**config.mk**
```make
export PLATFORM = sky130hd
export DESIGN_NAME = device_table_with_ageing
export DESIGN_NICKNAME = d
export VERILOG_FILES = /design/src/rtl/core/dtwa_pkg.sv /design/src/rtl/core/dtwa_cell.sv /design/src/rtl/core/dtwa_ctrl.sv /design/src/rtl/core/device_table_with_ageing.sv
export SDC_FILE = /design/constraint.sdc
export NUM_CORES = 2
export LEC_CHECK = 0
export BUFFER_PORTS_ARGS = -buffer_cell sky130_fd_sc_hd__buf_2
export CAP_MARGIN = 20
export CORE_MARGIN = 2
export CORE_UTILIZATION = 65
export CTS_BUF_LIST = sky130_fd_sc_hd__clkbuf_4 sky130_fd_sc_hd__clkbuf_8
export DETAILED_ROUTE_END_ITERATION = 8
export GPL_ROUTABILITY_DRIVEN = 1
export HOLD_SLACK_MARGIN = 0.05
export MAX_ROUTING_LAYER = met4
export PLACE_DENSITY = 0.82
export SLEW_MARGIN = 30
export SYNTH_ARGS = -nofsm -noshare
export SYNTH_HDL_FRONTEND = slang
export SYNTH_SLANG_ARGS = --single-unit
```
**constraint.sdc**
```tcl
create_clock -name clk_i -period 17.6 [get_ports clk_i]
set_input_delay 3.52 -clock clk_i [delete_from_list [all_inputs] [get_ports clk_i]]
set_output_delay 3.52 -clock clk_i [all_outputs]
set_load 0.01 [all_outputs]
```
**src/rtl/core/dtwa_pkg.sv**
```systemverilog
// Shared types, constants and width helpers for the device table with ageing.
// Used by dtwa_cell, dtwa_ctrl and the top level device_table_with_ageing.
package dtwa_pkg;

  // Table geometry
  localparam int TABLE_DEPTH = 32;
  localparam int POS_W       = (TABLE_DEPTH > 1) ? $clog2(TABLE_DEPTH) : 1;
  localparam int CNT_W       = $clog2(TABLE_DEPTH + 1);
  localparam int IDX_W       = 5;
  localparam int CMP_W       = (CNT_W > IDX_W) ? CNT_W : IDX_W;
  localparam int OUT_CNT_W   = 6;

  // Stream payload widths
  localparam int IN_TDATA_W  = 104;
  localparam int OUT_TDATA_W = 112;

  localparam logic [31:0] TIMEOUT_RST = 32'd30000;

  typedef enum logic [1:0] {
    CMD_SIGHT = 2'd0,
    CMD_SWEEP = 2'd1,
    CMD_CLEAR = 2'd2,
    CMD_READ  = 2'd3
  } cmd_e;

  typedef enum logic [2:0] {
    ST_DONE    = 3'd0,
    ST_UPDATED = 3'd1,
    ST_INSERT  = 3'd2,
    ST_FULL    = 3'd3,
    ST_IGNORED = 3'd4,
    ST_BADIDX  = 3'd5
  } status_e;

  typedef enum logic [1:0] {
    S_IDLE    = 2'd0,
    S_ROTATE  = 2'd1,
    S_COMPACT = 2'd2,
    S_RESP    = 2'd3
  } state_e;

  typedef struct packed {
    logic [47:0]        addr;
    logic [1:0]         atype;
    logic signed [7:0]  rssi;
    logic [3:0]         pattern;
    logic [31:0]        seen;
  } entry_t;

  typedef struct packed {
    cmd_e               cmd;
    logic [47:0]        addr;
    logic [1:0]         atype;
    logic signed [7:0]  rssi;
    logic [31:0]        time_ms;
    logic [3:0]         pattern;
    logic [IDX_W-1:0]   read_index;
  } item_t;

  typedef struct packed {
    status_e                status;
    logic [OUT_CNT_W-1:0]   count;
    logic [OUT_CNT_W-1:0]   removed;
    entry_t                 rd;
  } result_t;

  // Per-cell control: load from neighbor, clear valid
  typedef struct packed {
    logic take;
    logic clr;
  } cell_ctl_t;

  // Zero-extend helpers for compares in a common width
  function automatic logic [CMP_W-1:0] cnt_ext(input logic [CNT_W-1:0] v);
    logic [CMP_W+CNT_W-1:0] w;
    w = {{CMP_W{1'b0}}, v};
    return w[CMP_W-1:0];
  endfunction

  function automatic logic [CMP_W-1:0] pos_ext(input logic [POS_W-1:0] v);
    logic [CMP_W+POS_W-1:0] w;
    w = {{CMP_W{1'b0}}, v};
    return w[CMP_W-1:0];
  endfunction

  function automatic logic [CMP_W-1:0] idx_ext(input logic [IDX_W-1:0] v);
    logic [CMP_W+IDX_W-1:0] w;
    w = {{CMP_W{1'b0}}, v};
    return w[CMP_W-1:0];
  endfunction

  // Count reported on the result port, masked to its field width
  function automatic logic [OUT_CNT_W-1:0] cnt_out(input logic [CNT_W-1:0] v);
    logic [OUT_CNT_W+CNT_W-1:0] w;
    w = {{OUT_CNT_W{1'b0}}, v};
    return w[OUT_CNT_W-1:0];
  endfunction

endpackage

```
**src/rtl/core/dtwa_cell.sv**
```systemverilog
// One table cell: holds a single entry and its valid flag.
// Loads from its right-hand neighbor on take; depends on dtwa_pkg.
module dtwa_cell
  import dtwa_pkg::*;
(
  input  logic      clk_i,
  input  logic      rst_ni,
  input  cell_ctl_t ctl_i,
  input  entry_t    nbr_i,
  input  logic      nbr_valid_i,
  output entry_t    ent_o,
  output logic      valid_o
);

  entry_t ent_q, ent_d;
  logic   valid_q, valid_d;

  // Take the neighbor's entry, or drop the valid flag on clear
  always_comb begin
    ent_d   = ent_q;
    valid_d = valid_q;
    if (ctl_i.clr) begin
      valid_d = 1'b0;
    end else if (ctl_i.take) begin
      ent_d   = nbr_i;
      valid_d = nbr_valid_i;
    end
  end

  always_ff @(posedge clk_i) begin
    ent_q <= ent_d;
  end

  always_ff @(posedge clk_i or negedge rst_ni) begin
    if (!rst_ni) begin
      valid_q <= 1'b0;
    end else begin
      valid_q <= valid_d;
    end
  end

  assign ent_o   = ent_q;
  assign valid_o = valid_q;

endmodule

```
**src/rtl/core/dtwa_ctrl.sv**
```systemverilog
// Sequencer for the device table: rotates the cell ring, works on the head
// cell, compacts after a sweep and holds the result beat. Uses dtwa_pkg.
module dtwa_ctrl
  import dtwa_pkg::*;
(
  input  logic                   clk_i,
  input  logic                   rst_ni,
  // input beats
  input  logic                   in_valid_i,
  output logic                   in_ready_o,
  input  item_t                  item_i,
  // result beats
  output logic                   out_valid_o,
  input  logic                   out_ready_i,
  output result_t                res_o,
  // timeout register
  input  logic                   cfg_valid_i,
  output logic                   cfg_ready_o,
  input  logic [31:0]            cfg_data_i,
  // cell ring
  input  entry_t                 head_i,
  input  logic                   head_valid_i,
  input  logic [TABLE_DEPTH-1:0] valid_vec_i,
  output entry_t                 tail_o,
  output logic                   tail_valid_o,
  output cell_ctl_t              cell_ctl_o [TABLE_DEPTH]
);

  state_e           state_q, state_d;
  item_t            item_q, item_d;
  logic [POS_W-1:0] pos_q, pos_d;
  logic [CNT_W-1:0] count_q, count_d;
  logic [CNT_W-1:0] removed_q, removed_d;
  logic             hit_q, hit_d;
  logic [31:0]      timeout_q, timeout_d;
  status_e          status_q, status_d;
  entry_t           rd_q, rd_d;
  logic             out_valid_q, out_valid_d;
  result_t          res_q, res_d;

  logic [TABLE_DEPTH-1:0] low_mask;
  logic [TABLE_DEPTH-1:0] hole;
  logic [31:0]            age;
  logic                   match;
  logic                   packed_ok;

  // Positions below the current count, and holes at or before each cell
  always_comb begin
    for (int k = 0; k < TABLE_DEPTH; k++) begin
      low_mask[k] = pos_ext(POS_W'(k)) < cnt_ext(count_q);
    end
    hole[0] = ~valid_vec_i[0];
    for (int k = 1; k < TABLE_DEPTH; k++) begin
      hole[k] = hole[k-1] | ~valid_vec_i[k];
    end
  end

  assign packed_ok = &(valid_vec_i | ~low_mask);
  assign age       = item_q.time_ms - head_i.seen;
  assign match     = head_valid_i && (head_i.addr == item_q.addr) && !hit_q;

  // Next state and ring control
  always_comb begin
    state_d      = state_q;
    item_d       = item_q;
    pos_d        = pos_q;
    count_d      = count_q;
    removed_d    = removed_q;
    hit_d        = hit_q;
    timeout_d    = timeout_q;
    status_d     = status_q;
    rd_d         = rd_q;
    out_valid_d  = out_valid_q;
    res_d        = res_q;
    tail_o       = head_i;
    tail_valid_o = head_valid_i;
    for (int k = 0; k < TABLE_DEPTH; k++) begin
      cell_ctl_o[k] = '0;
    end

    if (cfg_valid_i) begin
      timeout_d = cfg_data_i;
    end

    // drop a result beat once taken
    if (out_ready_i) begin
      out_valid_d = 1'b0;
    end

    case (state_q)
      S_IDLE: begin
        if (in_valid_i) begin
          item_d    = item_i;
          pos_d     = '0;
          hit_d     = 1'b0;
          removed_d = '0;
          rd_d      = '0;
          status_d  = ST_DONE;
          case (item_i.cmd)
            CMD_SIGHT: begin
              if (item_i.pattern == 4'd0) begin
                status_d = ST_IGNORED;
                state_d  = S_RESP;
              end else begin
                state_d = S_ROTATE;
              end
            end
            CMD_SWEEP: begin
              state_d = S_ROTATE;
            end
            CMD_CLEAR: begin
              for (int k = 0; k < TABLE_DEPTH; k++) begin
                cell_ctl_o[k].clr = 1'b1;
              end
              removed_d = count_q;
              count_d   = '0;
              state_d   = S_RESP;
            end
            CMD_READ: begin
              if (idx_ext(item_i.read_index) >= cnt_ext(count_q)) begin
                status_d = ST_BADIDX;
                state_d  = S_RESP;
              end else begin
                state_d = S_ROTATE;
              end
            end
            default: begin
              state_d = S_RESP;
            end
          endcase
        end
      end

      S_ROTATE: begin
        // advance every cell by one, feeding the worked head back to the tail
        for (int k = 0; k < TABLE_DEPTH; k++) begin
          cell_ctl_o[k].take = 1'b1;
        end
        pos_d = pos_q + POS_W'(1);
        case (item_q.cmd)
          CMD_SIGHT: begin
            if (match) begin
              tail_o.rssi = item_q.rssi;
              tail_o.seen = item_q.time_ms;
              hit_d       = 1'b1;
              status_d    = ST_UPDATED;
            end else if (!hit_q && (pos_ext(pos_q) == cnt_ext(count_q)) &&
                         (count_q < CNT_W'(TABLE_DEPTH))) begin
              // append once, at the first free position
              tail_o.addr      = item_q.addr;
              tail_o.atype     = item_q.atype;
              tail_o.rssi      = item_q.rssi;
              tail_o.pattern   = item_q.pattern;
              tail_o.seen      = item_q.time_ms;
              tail_valid_o     = 1'b1;
              count_d          = count_q + CNT_W'(1);
              hit_d            = 1'b1;
              status_d         = ST_INSERT;
            end
          end
          CMD_SWEEP: begin
            if (head_valid_i && (age > timeout_q)) begin
              tail_valid_o = 1'b0;
              removed_d    = removed_q + CNT_W'(1);
              count_d      = count_q - CNT_W'(1);
            end
          end
          CMD_READ: begin
            if (pos_ext(pos_q) == idx_ext(item_q.read_index)) begin
              rd_d = head_i;
            end
          end
          default: begin
          end
        endcase
        if (pos_q == POS_W'(TABLE_DEPTH - 1)) begin
          if ((item_q.cmd == CMD_SIGHT) && (status_d == ST_DONE)) begin
            status_d = ST_FULL;
          end
          state_d = (item_q.cmd == CMD_SWEEP) ? S_COMPACT : S_RESP;
        end
      end

      S_COMPACT: begin
        // close the first hole each cycle until the survivors sit in front
        if (packed_ok) begin
          state_d = S_RESP;
        end else begin
          for (int k = 0; k < TABLE_DEPTH; k++) begin
            cell_ctl_o[k].take = hole[k];
          end
          tail_valid_o = 1'b0;
        end
      end

      S_RESP: begin
        if (!out_valid_q || out_ready_i) begin
          out_valid_d     = 1'b1;
          res_d.status    = status_q;
          res_d.count     = cnt_out(count_q);
          res_d.removed   = cnt_out(removed_q);
          res_d.rd        = rd_q;
          state_d         = S_IDLE;
        end
      end

      default: begin
        state_d = S_IDLE;
      end
    endcase
  end

  // Control state
  always_ff @(posedge clk_i or negedge rst_ni) begin
    if (!rst_ni) begin
      state_q     <= S_IDLE;
      pos_q       <= '0;
      count_q     <= '0;
      removed_q   <= '0;
      hit_q       <= 1'b0;
      timeout_q   <= TIMEOUT_RST;
      status_q    <= ST_DONE;
      out_valid_q <= 1'b0;
    end else begin
      state_q     <= state_d;
      pos_q       <= pos_d;
      count_q     <= count_d;
      removed_q   <= removed_d;
      hit_q       <= hit_d;
      timeout_q   <= timeout_d;
      status_q    <= status_d;
      out_valid_q <= out_valid_d;
    end
  end

  // Payload
  always_ff @(posedge clk_i) begin
    item_q <= item_d;
    rd_q   <= rd_d;
    res_q  <= res_d;
  end

  assign in_ready_o  = (state_q == S_IDLE);
  assign out_valid_o = out_valid_q;
  assign res_o       = res_q;
  assign cfg_ready_o = 1'b1;

endmodule

```
**src/rtl/core/device_table_with_ageing.sv**
```systemverilog
// Device table with ageing: a ring of TABLE_DEPTH cells plus a sequencer (dtwa_pkg).
// Sighting and good read: the result beat follows one full rotation of the ring.
// Sweep: one full rotation, then compaction closing the holes of removed entries.
// Clear, ignored sighting and read beyond the count: no rotation, straight to the result.
// One item at a time; the next beat is taken once the result enters the output register.
// Reset: count 0, timeout 30000 ms, no clearing pass; entry payload not reset.
module device_table_with_ageing
  import dtwa_pkg::*;
(
  input  logic                   clk_i,
  input  logic                   rst_ni,
  input  logic                   s_axis_tvalid_i,
  output logic                   s_axis_tready_o,
  // addr[47:0], atype[49:48], rssi[57:50], time_ms[89:58],
  // pattern[93:90], read_index[98:94], zero pad[103:99]
  input  logic [IN_TDATA_W-1:0]  s_axis_tdata_i,
  // cmd[1:0]
  input  logic [1:0]             s_axis_tuser_i,
  output logic                   m_axis_tvalid_o,
  input  logic                   m_axis_tready_i,
  // count[5:0], removed[11:6], rd_addr[59:12], rd_atype[61:60],
  // rd_rssi[69:62], rd_pattern[73:70], rd_last_seen[105:74], zero pad[111:106]
  output logic [OUT_TDATA_W-1:0] m_axis_tdata_o,
  // status[2:0]
  output logic [2:0]             m_axis_tuser_o,
  input  logic                   cfg_valid_i,
  output logic                   cfg_ready_o,
  input  logic [31:0]            cfg_data_i
);

  item_t                  item;
  result_t                res;
  entry_t                 ent [TABLE_DEPTH];
  logic [TABLE_DEPTH-1:0] valid_vec;
  entry_t                 tail;
  logic                   tail_valid;
  cell_ctl_t              cell_ctl [TABLE_DEPTH];

  // Unpack the input beat
  assign item.cmd        = cmd_e'(s_axis_tuser_i);
  assign item.addr       = s_axis_tdata_i[47:0];
  assign item.atype      = s_axis_tdata_i[49:48];
  assign item.rssi       = s_axis_tdata_i[57:50];
  assign item.time_ms    = s_axis_tdata_i[89:58];
  assign item.pattern    = s_axis_tdata_i[93:90];
  assign item.read_index = s_axis_tdata_i[98:94];

  dtwa_ctrl u_ctrl (
    .clk_i        (clk_i),
    .rst_ni       (rst_ni),
    .in_valid_i   (s_axis_tvalid_i),
    .in_ready_o   (s_axis_tready_o),
    .item_i       (item),
    .out_valid_o  (m_axis_tvalid_o),
    .out_ready_i  (m_axis_tready_i),
    .res_o        (res),
    .cfg_valid_i  (cfg_valid_i),
    .cfg_ready_o  (cfg_ready_o),
    .cfg_data_i   (cfg_data_i),
    .head_i       (ent[0]),
    .head_valid_i (valid_vec[0]),
    .valid_vec_i  (valid_vec),
    .tail_o       (tail),
    .tail_valid_o (tail_valid),
    .cell_ctl_o   (cell_ctl)
  );

  // Chain of cells: each loads from its right neighbor, the last from the tail
  for (genvar k = 0; k < TABLE_DEPTH; k++) begin : g_cell
    entry_t nbr;
    logic   nbr_valid;
    if (k == TABLE_DEPTH - 1) begin : g_last
      assign nbr       = tail;
      assign nbr_valid = tail_valid;
    end else begin : g_mid
      assign nbr       = ent[k+1];
      assign nbr_valid = valid_vec[k+1];
    end
    dtwa_cell u_cell (
      .clk_i       (clk_i),
      .rst_ni      (rst_ni),
      .ctl_i       (cell_ctl[k]),
      .nbr_i       (nbr),
      .nbr_valid_i (nbr_valid),
      .ent_o       (ent[k]),
      .valid_o     (valid_vec[k])
    );
  end

  // Pack the result beat
  assign m_axis_tdata_o = {6'd0, res.rd.seen, res.rd.pattern, res.rd.rssi,
                           res.rd.atype, res.rd.addr, res.removed, res.count};
  assign m_axis_tuser_o = res.status;

endmodule
```
==> metrics.txt <==
Most used DFF post-synth edfxtp_1; ranking of synthesized cells by area edfxtp_1 (91%), dfrtp_1 (1.8%), mux2_2 (0.99%); #FFs+latches synth ~3.4k; CTS Root Buffer Type clkbuf_8; CP Max Fanout roughly 50; Initial Utilization 0.655; FF-to-FF path depth 19; Die Footprint 172,000 sq um; max frequency 0.143 GHz; drt drc 0; Layout area overhead 12.8%; Post-CTS Setup Bufs 0; FFs w/ async S/R, synth 0.0259; cts bufs inserted 490; clk buf depth 4; register clock-pin slew on the reported worst setup and hold paths 0.06 ns; dominant cell by count in the synthesized netlist edfxtp_1; Synth area leader edfxtp_1; area post-placement about 110,000 sq um; hold_buf cts 0; TritonCTS clock tree yes; Max Slew Vio Count 0; Hold Fails Final Rpt 0; routed wire length between 200 and 250 mm; vias about 46k; # nets final roughly 5.6k; Hold EP g_cell[15].u_cell.ent_o[36]$_DFFE_PP_; Global Route Usage Sum 0.272; Arr. time, crit path about 7.7 ns; chip width 415 microns; Netlist Area Pre-Place around 110,000 sq um; clock latency on the worst-skew pair roughly 1.1 ns; H-tree lvl count 5; Setup CP Type in2reg; outcome complete, no violations; largest net degree at the start of global routing 68; synth cell count leaders edfxtp_1 (3,312), nand2_1 (105), nor2_1 (105); Via density 5.80; Seq/Total Area, Yosys 0.928; antenna viol nets, final 0; clock skew between 0.08 and 0.09 ns; Final Setup Violations 0; initial antenna violation count 20; Post-synth EDFFs 3,312; R2R Setup Slk 11.06 ns; DRT iter0 DRCs 5,602; clock sink count approximately 3.4k; first-pass GRT wire length 320 mm; Fill cells 8,120; drt wl/cell between 20 and 30 microns; hold path start g_cell[16].u_cell.ent_o[36]$_DFFE_PP_; Worst-Margin Slew 1.08 ns; Design Area, Final 124,000 sq um; vias in the first global route between 40k and 50k; synth unique cells 83; setup TNS 0 ns; critical path data required time 18.28 ns; fraction of layout cells with a size suffix above 1 0.215; routability cong. 0.909; Yosys Warn Count 0; Critical Path Start Type input port; chip height 415 microns; R2R Path End u_ctrl.removed_q[5]$_DFFE_PN0P_; Avg Cell Area, Syn 23.9 sq um; cell count after synthesis 4,589; I/O Buffers roughly 250; post-synth top area share 0.908; Reg-to-Reg Start g_cell[0].u_cell.ent_o[0]$_DFFE_PP_; hold crit path type reg2reg; boundary pin count roughly 260; post-CTS sizing 0; Rows 150; worst hold path depth 0; Slew headroom 0.283; final period utilization 0.396; Tmin final approximately 7 ns; Overflow after GRT 0; Core Area 167,000 sq um; max_cap viols 0; HPWL Detailed 138 mm; Worst setup EP type flop; RSZ-0062 raised after global routing no; drt pass-1 iters 5
==> metrics by stage <==
stage / instances / hold WS, ns / util / setup slack, ns
floorplan: 4594 / 0.400 / - / 5.77
global placement: 7046 / 0.400 / 0.683 / 9.86
detailed placement: 7047 / 0.405 / 0.683 / 9.62
CTS: 7928 / 0.351 / 0.739 / 10.76
global route: 7932 / 0.357 / 0.739 / 10.56
finish: 7938 / 0.361 / 0.739 / 10.63
==> worst max-delay path: stages <==
cell	delay (ns)
buf_2	0.19
nand2_1	0.15
inv_4	0.31
nand2_1	0.17
buf_4	0.45
nand2_1	0.75
a21oi_4	0.59
buf_4	0.59
buf_4	0.68
==> cell usage in the layout, fill, tap and decap left out, drive strengths merged, types with 7 or more instances in the layout <==
master | synthesis | routed
a211oi | 13 | 13
a21o | 18 | 18
a21oi | 77 | 77
a31o | 8 | 8
a31oi | 18 | 18
a32o | 7 | 7
and2 | 76 | 76
and3 | 10 | 10
buf | 32 | 321
bufinv | 0 | 13
clkbuf | 40 | 666
clkinv | 0 | 193
conb | 2 | 7
dfrtp | 81 | 81
dfstp | 7 | 7
diode | 0 | 10
edfxtp | 3312 | 3312
ha | 82 | 82
inv | 100 | 105
mux2 | 96 | 96
mux2i | 17 | 17
nand2 | 107 | 107
nand2b | 13 | 13
nand3 | 29 | 29
nand4 | 25 | 25
nor2 | 106 | 106
nor2b | 10 | 10
nor3 | 22 | 22
nor4 | 10 | 10
o211ai | 7 | 7
o21a | 7 | 7
o21ai | 84 | 84
o22ai | 7 | 7
o31ai | 7 | 7
xnor2 | 68 | 68
xor2 | 18 | 18
==> area by class of cell <==
cell class / instances / area (sq um) / share of cell area
clock inverter: 215 / 1270 / 0.0103
sequential: 3400 / 102000 / 0.823
clock buffer: 666 / 8100 / 0.0656
inverter: 100 / 380 / 0.00308
antenna: 10 / 25.0 / 0.000203
multi-input combinational: 1022 / 7550 / 0.0611
timing repair buffer: 321 / 1820 / 0.0147
tap: 2204 / 2760 / 0.0223
==> worst max path at each step <==
stage | endpoint | start | cells after the start
after global placement | g_cell[0].u_cell.ent_o[7]$_DFFE_PP_ | s_axis_tvalid_i | 9
final | g_cell[0].u_cell.ent_o[14]$_DFFE_PP_ | s_axis_tvalid_i | 9
after detailed placement | g_cell[0].u_cell.ent_o[1]$_DFFE_PP_ | s_axis_tvalid_i | 9
after global routing | g_cell[0].u_cell.ent_o[2]$_DFFE_PP_ | s_axis_tvalid_i | 9
after CTS | g_cell[0].u_cell.ent_o[14]$_DFFE_PP_ | s_axis_tvalid_i | 9
after floorplan | g_cell[7].u_cell.ent_o[0]$_DFFE_PP_ | s_axis_tuser_i[0] | 6
==> logic make-up after synthesis <==
logic type / share of synthesized area
compound gates: 0.0183
xor+xnor: 0.00687
fa+ha+maj: 0.00954
buf+inv: 0.00641
flops: 0.928
mux: 0.0114
other cells: 0.0000685
simple gates: 0.0197
==> layer usage <==
layer	up-vias	wire length, microns	part of all wire	global-route usage
li1	19700	-	-	-
met1	23600	84500	0.38	0.351
met2	2368	111000	0.49	0.427
met3	405	22000	0.098	0.0690
met4	0	7800	0.035	0.0989
met5	-	0	0	-
==> state kept, by name (all words and copies together) (netlist names) <==
register               cells
u_ctrl.status_q            3
u_ctrl.timeout_q          32
u_ctrl.state_q             2
g_cell.u_cell.valid_o     32
u_ctrl.item_q            101
u_ctrl.out_valid_o         1
u_ctrl.rd_q               94
u_ctrl.removed_q           6
u_ctrl.pos_q               5
u_ctrl.count_q             6
g_cell.u_cell.ent_o     3008
u_ctrl.hit_q               1
u_ctrl.res_o             109
Power is left out: the tool's default activity adds up to more than one toggle a clock period on the data nets, which glitch-free logic cannot reach.
